## src/design/lms_pkg.sv

```systemverilog
package lms_pkg;

  // mission phases
  typedef enum logic [1:0] {
    PH_TAKEOFF = 2'd0,
    PH_PATROL  = 2'd1,
    PH_RETURN  = 2'd2,
    PH_LAND    = 2'd3
  } phase_t;

  // requests to the flight controller
  typedef enum logic [2:0] {
    REQ_NONE      = 3'd0,
    REQ_OFFBOARD  = 3'd1,
    REQ_AUTO_LAND = 3'd2,
    REQ_ARM       = 3'd3,
    REQ_COMPLETE  = 3'd4
  } req_t;

  // configuration register indexes
  typedef enum logic [2:0] {
    CFG_WAYPOINT_A     = 3'd0,
    CFG_WAYPOINT_B     = 3'd1,
    CFG_WAYPOINT_C     = 3'd2,
    CFG_WAYPOINTS_USED = 3'd3,
    CFG_CRUISE_ALT     = 3'd4,
    CFG_TARGET_TMO     = 3'd5,
    CFG_VISION_TMO     = 3'd6
  } cfg_idx_t;

  localparam logic [1:0] FC_MODE_OFFBOARD  = 2'd1;
  localparam logic [1:0] FC_MODE_AUTO_LAND = 2'd2;

  localparam int IN_TDATA_W  = 136;
  localparam int OUT_TDATA_W = 40;
  localparam int CFG_IDX_W   = 3;
  localparam int CFG_DATA_W  = 32;

  // reset values of the configuration registers
  localparam logic [31:0] RST_WAYPOINT_A     = 32'd3000;
  localparam logic [31:0] RST_WAYPOINT_B     = 32'd196611000;
  localparam logic [31:0] RST_WAYPOINT_C     = 32'd196608000;
  localparam logic [1:0]  RST_WAYPOINTS_USED = 2'd3;
  localparam logic [14:0] RST_CRUISE_ALT     = 15'd2500;
  localparam logic [7:0]  RST_TARGET_TMO     = 8'd40;
  localparam logic [7:0]  RST_VISION_TMO     = 8'd10;

  // thresholds in mm, speeds in mm/s
  localparam logic signed [15:0] TAKEOFF_DONE_MM = 16'sd2300;
  localparam logic signed [15:0] GROUND_MM       = 16'sd300;
  localparam logic [16:0]        WP_REACH_MM     = 17'd300;
  localparam logic [18:0]        WP_REACH_SQ     = 19'd90000;
  localparam logic [16:0]        LAND_RADIUS_MM  = 17'd1000;
  localparam logic [20:0]        LAND_RADIUS_SQ  = 21'd1000000;
  localparam logic [8:0]         ZVEL_LIMIT      = 9'd300;
  localparam logic [8:0]         XY_LIMIT        = 9'd400;
  localparam logic signed [9:0]  DESCEND_VISION  = -10'sd400;
  localparam logic signed [9:0]  DESCEND_BLIND   = -10'sd300;
  localparam logic [7:0]         LAND_RETRY      = 8'd20;
  localparam logic [7:0]         MODE_RETRY      = 8'd100;
  localparam logic [7:0]         TIMER_MAX       = 8'd255;

  typedef struct packed {
    logic signed [15:0] pos_x;
    logic signed [15:0] pos_y;
    logic signed [15:0] pos_z;
    logic signed [15:0] target_rel_x;
    logic signed [15:0] target_rel_y;
    logic [7:0]         target_age;
    logic signed [15:0] vision_vx;
    logic signed [15:0] vision_vy;
    logic [7:0]         vision_age;
    logic [1:0]         fc_mode;
    logic               fc_armed;
    logic [1:0]         service_ready;
  } in_item_t;

  typedef struct packed {
    logic signed [9:0] vel_x;
    logic signed [9:0] vel_y;
    logic signed [9:0] vel_z;
    phase_t            phase;
    req_t              request;
  } out_item_t;

  typedef struct packed {
    logic [31:0] waypoint_a;
    logic [31:0] waypoint_b;
    logic [31:0] waypoint_c;
    logic [1:0]  waypoints_used;
    logic [14:0] cruise_altitude;
    logic [7:0]  target_timeout;
    logic [7:0]  vision_timeout;
  } cfg_t;

  typedef struct packed {
    phase_t      phase;
    logic [1:0]  wp_idx;
    logic [7:0]  timer;
  } state_t;

  // floor(v * 0.8) as floor(v * 205 / 256)
  function automatic logic signed [17:0] gain08(input logic signed [17:0] v);
    logic signed [25:0] p;
    p = {{8{v[17]}}, v};
    p = p * 26'sd205;
    return p[25:8];
  endfunction

  // symmetric clamp to +-lim
  function automatic logic signed [9:0] clamp_vel(input logic signed [17:0] v,
                                                  input logic [8:0] lim);
    logic signed [17:0] hi;
    logic signed [17:0] lo;
    hi = {9'd0, lim};
    lo = -hi;
    if (v > hi) begin
      return hi[9:0];
    end else if (v < lo) begin
      return lo[9:0];
    end
    return v[9:0];
  endfunction

endpackage

```

## src/design/lms_cfg_regs.sv

```systemverilog
module lms_cfg_regs
  import lms_pkg::*;
(
  input  logic                  clk,
  input  logic                  rst_n,
  input  logic                  cfg_we,
  input  logic [CFG_IDX_W-1:0]  cfg_index,
  input  logic [CFG_DATA_W-1:0] cfg_wdata,
  output cfg_t                  cfg
);

  cfg_t cfg_r;

  always_ff @(posedge clk) begin
    if (!rst_n) begin
      cfg_r.waypoint_a      <= RST_WAYPOINT_A;
      cfg_r.waypoint_b      <= RST_WAYPOINT_B;
      cfg_r.waypoint_c      <= RST_WAYPOINT_C;
      cfg_r.waypoints_used  <= RST_WAYPOINTS_USED;
      cfg_r.cruise_altitude <= RST_CRUISE_ALT;
      cfg_r.target_timeout  <= RST_TARGET_TMO;
      cfg_r.vision_timeout  <= RST_VISION_TMO;
    end else if (cfg_we) begin
      case (cfg_idx_t'(cfg_index))
        CFG_WAYPOINT_A:     cfg_r.waypoint_a      <= cfg_wdata;
        CFG_WAYPOINT_B:     cfg_r.waypoint_b      <= cfg_wdata;
        CFG_WAYPOINT_C:     cfg_r.waypoint_c      <= cfg_wdata;
        CFG_WAYPOINTS_USED: cfg_r.waypoints_used  <= cfg_wdata[1:0];
        CFG_CRUISE_ALT:     cfg_r.cruise_altitude <= cfg_wdata[14:0];
        CFG_TARGET_TMO:     cfg_r.target_timeout  <= cfg_wdata[7:0];
        CFG_VISION_TMO:     cfg_r.vision_timeout  <= cfg_wdata[7:0];
        default: ;
      endcase
    end
  end

  assign cfg = cfg_r;

endmodule

```

## src/design/lms_guidance.sv

```systemverilog
module lms_guidance
  import lms_pkg::*;
(
  input  in_item_t          item,
  input  cfg_t              cfg,
  input  phase_t            phase,
  input  logic [1:0]        wp_idx,
  output logic signed [9:0] vel_x,
  output logic signed [9:0] vel_y,
  output logic signed [9:0] vel_z,
  output phase_t            phase_nxt,
  output logic [1:0]        wp_idx_nxt
);

  logic signed [17:0] alt_err;
  logic signed [9:0]  zhold;
  logic [31:0]        wp;
  logic signed [15:0] wp_x;
  logic signed [15:0] wp_y;
  logic signed [16:0] dx;
  logic signed [16:0] dy;
  logic [16:0]        adx;
  logic [16:0]        ady;
  logic [18:0]        wp_dsq;
  logic               wp_reached;
  logic [16:0]        atx;
  logic [16:0]        aty;
  logic [20:0]        tgt_dsq;
  logic               tgt_close;
  logic               tgt_fresh;
  logic               vis_fresh;
  logic [1:0]         idx_inc;

  assign alt_err = $signed({3'd0, cfg.cruise_altitude}) - $signed({{2{item.pos_z[15]}}, item.pos_z});
  assign zhold   = clamp_vel(gain08(alt_err), ZVEL_LIMIT);

  // waypoint index three falls back to the third waypoint
  always_comb begin
    case (wp_idx)
      2'd0:    wp = cfg.waypoint_a;
      2'd1:    wp = cfg.waypoint_b;
      default: wp = cfg.waypoint_c;
    endcase
  end

  assign wp_x = wp[15:0];
  assign wp_y = wp[31:16];
  assign dx   = {wp_x[15], wp_x} - {item.pos_x[15], item.pos_x};
  assign dy   = {wp_y[15], wp_y} - {item.pos_y[15], item.pos_y};
  assign adx  = dx[16] ? 17'(-dx) : 17'(dx);
  assign ady  = dy[16] ? 17'(-dy) : 17'(dy);

  // only small offsets can be inside the radius, so the squares stay narrow
  assign wp_dsq     = 19'(adx[8:0] * adx[8:0]) + 19'(ady[8:0] * ady[8:0]);
  assign wp_reached = (adx < WP_REACH_MM) && (ady < WP_REACH_MM) && (wp_dsq < WP_REACH_SQ);

  assign atx = item.target_rel_x[15] ? 17'(-{1'b1, item.target_rel_x})
                                     : {1'b0, item.target_rel_x};
  assign aty = item.target_rel_y[15] ? 17'(-{1'b1, item.target_rel_y})
                                     : {1'b0, item.target_rel_y};
  assign tgt_dsq   = 21'(atx[9:0] * atx[9:0]) + 21'(aty[9:0] * aty[9:0]);
  assign tgt_close = (atx < LAND_RADIUS_MM) && (aty < LAND_RADIUS_MM) &&
                     (tgt_dsq < LAND_RADIUS_SQ);

  assign tgt_fresh = item.target_age < cfg.target_timeout;
  assign vis_fresh = item.vision_age < cfg.vision_timeout;
  assign idx_inc   = wp_idx + 2'd1;

  always_comb begin
    vel_x      = '0;
    vel_y      = '0;
    vel_z      = zhold;
    phase_nxt  = phase;
    wp_idx_nxt = wp_idx;
    case (phase)
      PH_TAKEOFF: begin
        if (item.pos_z > TAKEOFF_DONE_MM) begin
          phase_nxt = PH_PATROL;
        end
      end
      PH_PATROL: begin
        if (wp_reached) begin
          wp_idx_nxt = idx_inc;
          if (idx_inc >= cfg.waypoints_used) begin
            phase_nxt = PH_RETURN;
          end
        end else begin
          vel_x = clamp_vel(18'($signed({{1{dx[16]}}, dx}) >>> 1), XY_LIMIT);
          vel_y = clamp_vel(18'($signed({{1{dy[16]}}, dy}) >>> 1), XY_LIMIT);
        end
      end
      default: begin
        if (tgt_fresh) begin
          vel_x = clamp_vel(gain08({{2{item.target_rel_x[15]}}, item.target_rel_x}), XY_LIMIT);
          vel_y = clamp_vel(gain08({{2{item.target_rel_y[15]}}, item.target_rel_y}), XY_LIMIT);
          if (tgt_close) begin
            phase_nxt = PH_LAND;
            if (vis_fresh) begin
              vel_x = clamp_vel({{2{item.vision_vx[15]}}, item.vision_vx}, XY_LIMIT);
              vel_y = clamp_vel({{2{item.vision_vy[15]}}, item.vision_vy}, XY_LIMIT);
              vel_z = DESCEND_VISION;
            end else begin
              vel_z = DESCEND_BLIND;
            end
          end else begin
            phase_nxt = PH_RETURN;
          end
        end
      end
    endcase
  end

endmodule

```

## src/design/lms_request.sv

```systemverilog
module lms_request
  import lms_pkg::*;
(
  input  phase_t             phase_nxt,
  input  logic signed [15:0] pos_z,
  input  logic [1:0]         fc_mode,
  input  logic               fc_armed,
  input  logic [1:0]         service_ready,
  input  logic [7:0]         timer,
  output req_t               request,
  output logic [7:0]         timer_nxt
);

  logic [7:0] timer_inc;
  logic       near_ground;

  assign timer_inc   = (timer == TIMER_MAX) ? TIMER_MAX : timer + 8'd1;
  assign near_ground = (phase_nxt == PH_LAND) && (pos_z < GROUND_MM);

  always_comb begin
    request   = REQ_NONE;
    timer_nxt = timer_inc;
    if (near_ground) begin
      if ((fc_mode != FC_MODE_AUTO_LAND) && (timer_inc > LAND_RETRY)) begin
        if (service_ready[0]) request = REQ_AUTO_LAND;
        timer_nxt = '0;
      end
    end else if ((fc_mode != FC_MODE_OFFBOARD) && (timer_inc > MODE_RETRY)) begin
      if (service_ready[0]) request = REQ_OFFBOARD;
      timer_nxt = '0;
    end else if (!fc_armed && (timer_inc > MODE_RETRY)) begin
      if ((phase_nxt == PH_RETURN) || (phase_nxt == PH_LAND)) begin
        // timer left running so completion repeats
        request = REQ_COMPLETE;
      end else begin
        if (service_ready[1]) request = REQ_ARM;
        timer_nxt = '0;
      end
    end
  end

endmodule

```

## src/design/landing_mission_sequencer.sv

```systemverilog
// landing mission sequencer: one transaction per 50 ms control tick. each tick
// carries position, platform offset and vision command plus flight controller
// status; the block answers with one transaction holding a velocity setpoint,
// the mission phase after the tick and a mode, arm or completion request.
// throughput is one tick per clock cycle while the output is not stalled; a
// result passes the input register, then the single pass of guidance and
// request logic into the output register, which holds it while the output
// is stalled.
// the mission state is updated as each tick leaves the input register, so the
// next tick always sees it. configuration is written through cfg_we/cfg_index
// and should only change while no tick is in flight.
module landing_mission_sequencer
  import lms_pkg::*;
(
  input  logic                   clk,
  input  logic                   rst_n,
  // input tick stream
  input  logic                   in_tvalid,
  output logic                   in_tready,
  // pos_x[15:0], pos_y[31:16], pos_z[47:32], target_rel_x[63:48],
  // target_rel_y[79:64], target_age[87:80], vision_vx[103:88],
  // vision_vy[119:104], vision_age[127:120], fc_mode[129:128],
  // fc_armed[130], service_ready[132:131], zero pad[135:133]
  input  logic [IN_TDATA_W-1:0]  in_tdata,
  // result stream
  output logic                   out_tvalid,
  input  logic                   out_tready,
  // vel_x[9:0], vel_y[19:10], vel_z[29:20], phase[31:30],
  // request[34:32], zero pad[39:35]
  output logic [OUT_TDATA_W-1:0] out_tdata,
  // configuration write port
  input  logic                   cfg_we,
  input  logic [CFG_IDX_W-1:0]   cfg_index,
  input  logic [CFG_DATA_W-1:0]  cfg_wdata
);

  cfg_t       cfg;
  in_item_t   in_item;
  in_item_t   stage_r;
  logic       stage_vld_r;
  logic       advance;
  state_t     st_r;
  state_t     st_nxt;
  out_item_t  result;
  out_item_t  out_r;
  logic       out_vld_r;

  // unpack the incoming transaction, lowest field first
  assign in_item.pos_x         = in_tdata[15:0];
  assign in_item.pos_y         = in_tdata[31:16];
  assign in_item.pos_z         = in_tdata[47:32];
  assign in_item.target_rel_x  = in_tdata[63:48];
  assign in_item.target_rel_y  = in_tdata[79:64];
  assign in_item.target_age    = in_tdata[87:80];
  assign in_item.vision_vx     = in_tdata[103:88];
  assign in_item.vision_vy     = in_tdata[119:104];
  assign in_item.vision_age    = in_tdata[127:120];
  assign in_item.fc_mode       = in_tdata[129:128];
  assign in_item.fc_armed      = in_tdata[130];
  assign in_item.service_ready = in_tdata[132:131];

  // tick moves on when the output register is free or being drained
  assign advance   = stage_vld_r && (!out_vld_r || out_tready);
  assign in_tready = !stage_vld_r || advance;

  lms_cfg_regs u_cfg (
    .clk       (clk),
    .rst_n     (rst_n),
    .cfg_we    (cfg_we),
    .cfg_index (cfg_index),
    .cfg_wdata (cfg_wdata),
    .cfg       (cfg)
  );

  // input register
  always_ff @(posedge clk) begin
    if (!rst_n) begin
      stage_vld_r <= 1'b0;
    end else if (in_tready) begin
      stage_vld_r <= in_tvalid;
    end
  end

  always_ff @(posedge clk) begin
    if (in_tready && in_tvalid) begin
      stage_r <= in_item;
    end
  end

  // phase, waypoint and velocity decisions
  lms_guidance u_guid (
    .item       (stage_r),
    .cfg        (cfg),
    .phase      (st_r.phase),
    .wp_idx     (st_r.wp_idx),
    .vel_x      (result.vel_x),
    .vel_y      (result.vel_y),
    .vel_z      (result.vel_z),
    .phase_nxt  (st_nxt.phase),
    .wp_idx_nxt (st_nxt.wp_idx)
  );

  // request arbitration works on the phase after this tick
  lms_request u_req (
    .phase_nxt     (st_nxt.phase),
    .pos_z         (stage_r.pos_z),
    .fc_mode       (stage_r.fc_mode),
    .fc_armed      (stage_r.fc_armed),
    .service_ready (stage_r.service_ready),
    .timer         (st_r.timer),
    .request       (result.request),
    .timer_nxt     (st_nxt.timer)
  );

  assign result.phase = st_nxt.phase;

  // mission state commits once per tick
  always_ff @(posedge clk) begin
    if (!rst_n) begin
      st_r.phase  <= PH_TAKEOFF;
      st_r.wp_idx <= '0;
      st_r.timer  <= '0;
    end else if (advance) begin
      st_r <= st_nxt;
    end
  end

  // output register
  always_ff @(posedge clk) begin
    if (!rst_n) begin
      out_vld_r <= 1'b0;
    end else if (advance) begin
      out_vld_r <= 1'b1;
    end else if (out_tready) begin
      out_vld_r <= 1'b0;
    end
  end

  always_ff @(posedge clk) begin
    if (advance) begin
      out_r <= result;
    end
  end

  assign out_tvalid = out_vld_r;
  assign out_tdata  = {5'd0, out_r.request, out_r.phase, out_r.vel_z, out_r.vel_y,
                       out_r.vel_x};

endmodule
```

## config.mk

```make
export PLATFORM = sky130hd
export DESIGN_NAME = landing_mission_sequencer
export DESIGN_NICKNAME = d
export VERILOG_FILES = /design/src/design/lms_pkg.sv /design/src/design/lms_cfg_regs.sv /design/src/design/lms_guidance.sv /design/src/design/lms_request.sv /design/src/design/landing_mission_sequencer.sv
export SDC_FILE = /design/constraint.sdc
export NUM_CORES = 2
export LEC_CHECK = 0
export ABC_AREA = 1
export BUFFER_PORTS_ARGS = -buffer_cell sky130_fd_sc_hd__buf_2
export CAP_MARGIN = 5
export CORE_MARGIN = 3
export CORE_UTILIZATION = 40
export DETAILED_ROUTE_END_ITERATION = 10
export PLACE_DENSITY = 0.62
export REMOVE_ABC_BUFFERS = 1
export SETUP_SLACK_MARGIN = 0.2
export SLEW_MARGIN = 10
export SYNTH_ARGS = -nofsm -noshare
export SYNTH_HDL_FRONTEND = slang
export SYNTH_HIERARCHICAL = 1
export SYNTH_SLANG_ARGS = --single-unit
```

## constraint.sdc

```tcl
create_clock -name clk -period 11.5 [get_ports clk]
set_input_delay 0.575 -clock clk [delete_from_list [all_inputs] [get_ports clk]]
set_output_delay 0.575 -clock clk [all_outputs]
set_load 0.02 [all_outputs]
```

==> results_dict.tcl <==
set metrics [dict create \
    cts.repair.resized 0 \
    routed-wl-met2_um 49430 \
    muxShareOfSynthArea_pct 0.1038 \
    ff2ff_setup_slack_ns 1.02 \
    cts_tree "yes" \
    wl_met1_um 51240 \
    top_layer_used "met5" \
    r2r_cells 61 \
    drv_slew 0 \
    fmax_mhz 95.46 \
    clockBufferDepth 3 \
    maxCapViolCount 0 \
    cpMostUsedCell "nand2_1" \
    synth-compound-area-share_pct 5.198 \
    fin_crit_sh_pct 91.09 \
    hpwl_um 88640 \
    synthTopCellsByArea "fa_1, ha_1, edfxtp_1" \
    hold_path_end "stage_r[109]" \
    cp_num_cells 61 \
    cpMaxStageDelayCell "fa_1" \
    synth-async-reset-ratio_pct 0 \
    cts_buffers 39 \
    min_path_cells 1 \
    layout-drive-gt1-share_pct 7.777 \
    grt_pass1_wl_um 172300 \
    relSlewSlack_pct 33.61 \
    status "finished, final reports clean" \
    reg2reg_from "st_r[8]" \
    grt_overflow 0 \
    startpoint "st_r[8]" \
    gp_congestion 0.9384 \
    arrival_ns 10.96 \
    vias_per_cell 4.938 \
    antenna_found_initial 6 \
    multi_input_area_sq_um 26330 \
    crit_type "flop to flop" \
    finalHoldViolCount 0 \
    yosys-top-cells-count "nand2_1, inv_1, nor2_1" \
    cts.clk_slew.worst_paths_ns 0.06 \
    fillers 9835 \
    startpoint_type "flop" \
    start_util_pct 40.49 \
    drc_errors 0 \
    drtIter0Drc 2499 \
    dp_cells 6632 \
    required_ns 11.98 \
    grt_max_degree 92 \
    yosys.area_share.simple_pct 27.18 \
    endpoint_kind "flop" \
    yosys_warnings 6 \
    fin_nets 6394 \
    htree_num_levels 2 \
    rsz0062_at_grt "false" \
    die_y_um 316.6 \
    final_util_pct 44.42 \
    vias 33130 \
    cts.sinks 311 \
    portBuffers 209 \
    instances_no_fill 6708 \
    setup_violations 0 \
    yosysSeqAreaShare_pct 20.49 \
    grt_pass1_vias 32190 \
    drtPass1Iterations 5 \
    design.die.area_sq_um 100200 \
    ios 218 \
    cts.hold.buffers_added 0 \
    die_x_um 316.6 \
    worstMarginPinSlew_ns 0.9947 \
    min_period_ns 10.48 \
    area.sequential_sq_um 7908 \
    wl_per_cell_um 16.12 \
    yosysTopAreaCell "fa_1" \
    post_cts_buffers 0 \
    yosysUniqueCellTypes 60 \
    cts_root_buf "clkbuf_16" \
    synthCells 5211 \
    yosys.area.top_type_share_pct 17.80 \
    rows 113 \
    cp.buffers_inverters 14 \
    design.core.area_sq_um 95290 \
    grt_util_all_layers_pct 21.71 \
    area_delta_synth_final_pct 9.698 \
    fin_setup_tns_ns 0 \
    dr_wl_met3_um 5682 \
    ant_nets 0 \
    synthXorXnorAreaFrac_pct 2.672 \
    synth-edff-count 168 \
    crit_fanout 32 \
    hold_path_class "input port to flop" \
    synthAdderAreaFrac_pct 32.94 \
    postSynthAreaPerCell_sq_um 7.405 \
    yosysMostFrequentCell "nand2_1" \
    hp-start "in_tdata[24]" \
    max_stage_delay_ns 0.56 \
    clock_latency_ns 0.60 \
    routed_wl_um 108100 \
    synth_ff_type "edfxtp_1" \
    synth_top_family_by_area "adder cells" \
    fin_skew_ns 0.01760 \
    ys_seq_elements 311 \
    reg2reg_to "st_r[0]" \
    critPathTopFamily "adder cells" \
    syn_area_sq_um 38590 \
]
worst register-to-register path: cells and delay by family, from the launching register on:
kind | cells | cell delay [ns]
simple gates | 31 | 3.10
flops | 1 | 0.35
compound gates | 6 | 1.27
buf+inv | 14 | 1.42
fa+ha+maj | 10 | 4.23
state kept, by name, summed over array words and instances, names as in the netlist:
signal	count
out_tdata	35
out_tvalid	1
st_r	12
stage_r	133
stage_vld_r	1
u_cfg/cfg	129
layout by cell type (no fill, tap or decap), types with 16 or more instances in the layout:
cell type,count
ha_1,467
nand4_1,61
nor2_2,20
inv_1,1016
buf_2,208
nor2_1,616
xor2_1,77
nor3_1,31
clkbuf_16,40
o21bai_1,16
dfxtp_1,143
edfxtp_1,168
fa_1,343
inv_2,16
nand3_1,432
buf_4,38
nand2_2,25
o21ai_0,101
nand3_2,27
nand2_1,1223
xnor2_1,37
a21oi_1,167
final cells by class:
class | instances | share of cell area, %
multi-input combinational | 3775 | 62.19
antenna | 4 | 0.02365
clock buffer | 52 | 2.518
clock inverter | 20 | 0.5232
tap | 1265 | 3.739
sequential | 311 | 18.68
timing repair buffer | 246 | 3.133
inverter | 1035 | 9.190
routing by layer:
layer  vias up  global-route usage [%]
li1      16680                       -
met1     15530                   31.16
met2       815                   35.71
met3       103                   2.379
met4         2                   3.844
met5         -                       0
worst max path at each step:
stage | slack (ns) | end
finish | 1.02 | st_r[0]
global route | 0.21 | st_r[2]
CTS | 1.09 | st_r[0]
detailed placement | 1.11 | st_r[0]
global placement | 1.16 | st_r[3]
floorplan | 0.78 | st_r[3]
per-stage QoR:
step | worst slack (ns) | instance area [sq um] | hold slack (ns)
2_1_floorplan | 0.7751 | 38090 | 0.4289
3_3_place_gp | 1.162 | 41030 | 0.4410
3_5_place_dp | 1.111 | 41030 | 0.4451
4_1_cts | 1.088 | 42320 | 0.1090
5_1_grt | 0.2117 | 42320 | 0.1203
6_report | 1.025 | 42330 | 0.1534
cells by family after synthesis:
kind of cell | after synthesis
adder cells (fa/ha/maj) | 810
AND/OR/NAND/NOR | 2482
other | 1
XOR/XNOR | 116
multiplexers | 4
AO/OA/AOI/OAI | 358
flip-flops | 311
buffers and inverters | 1129
Power is left out: the tool's default activity adds up to more than one toggle a clock period on the data nets, which glitch-free logic cannot reach.
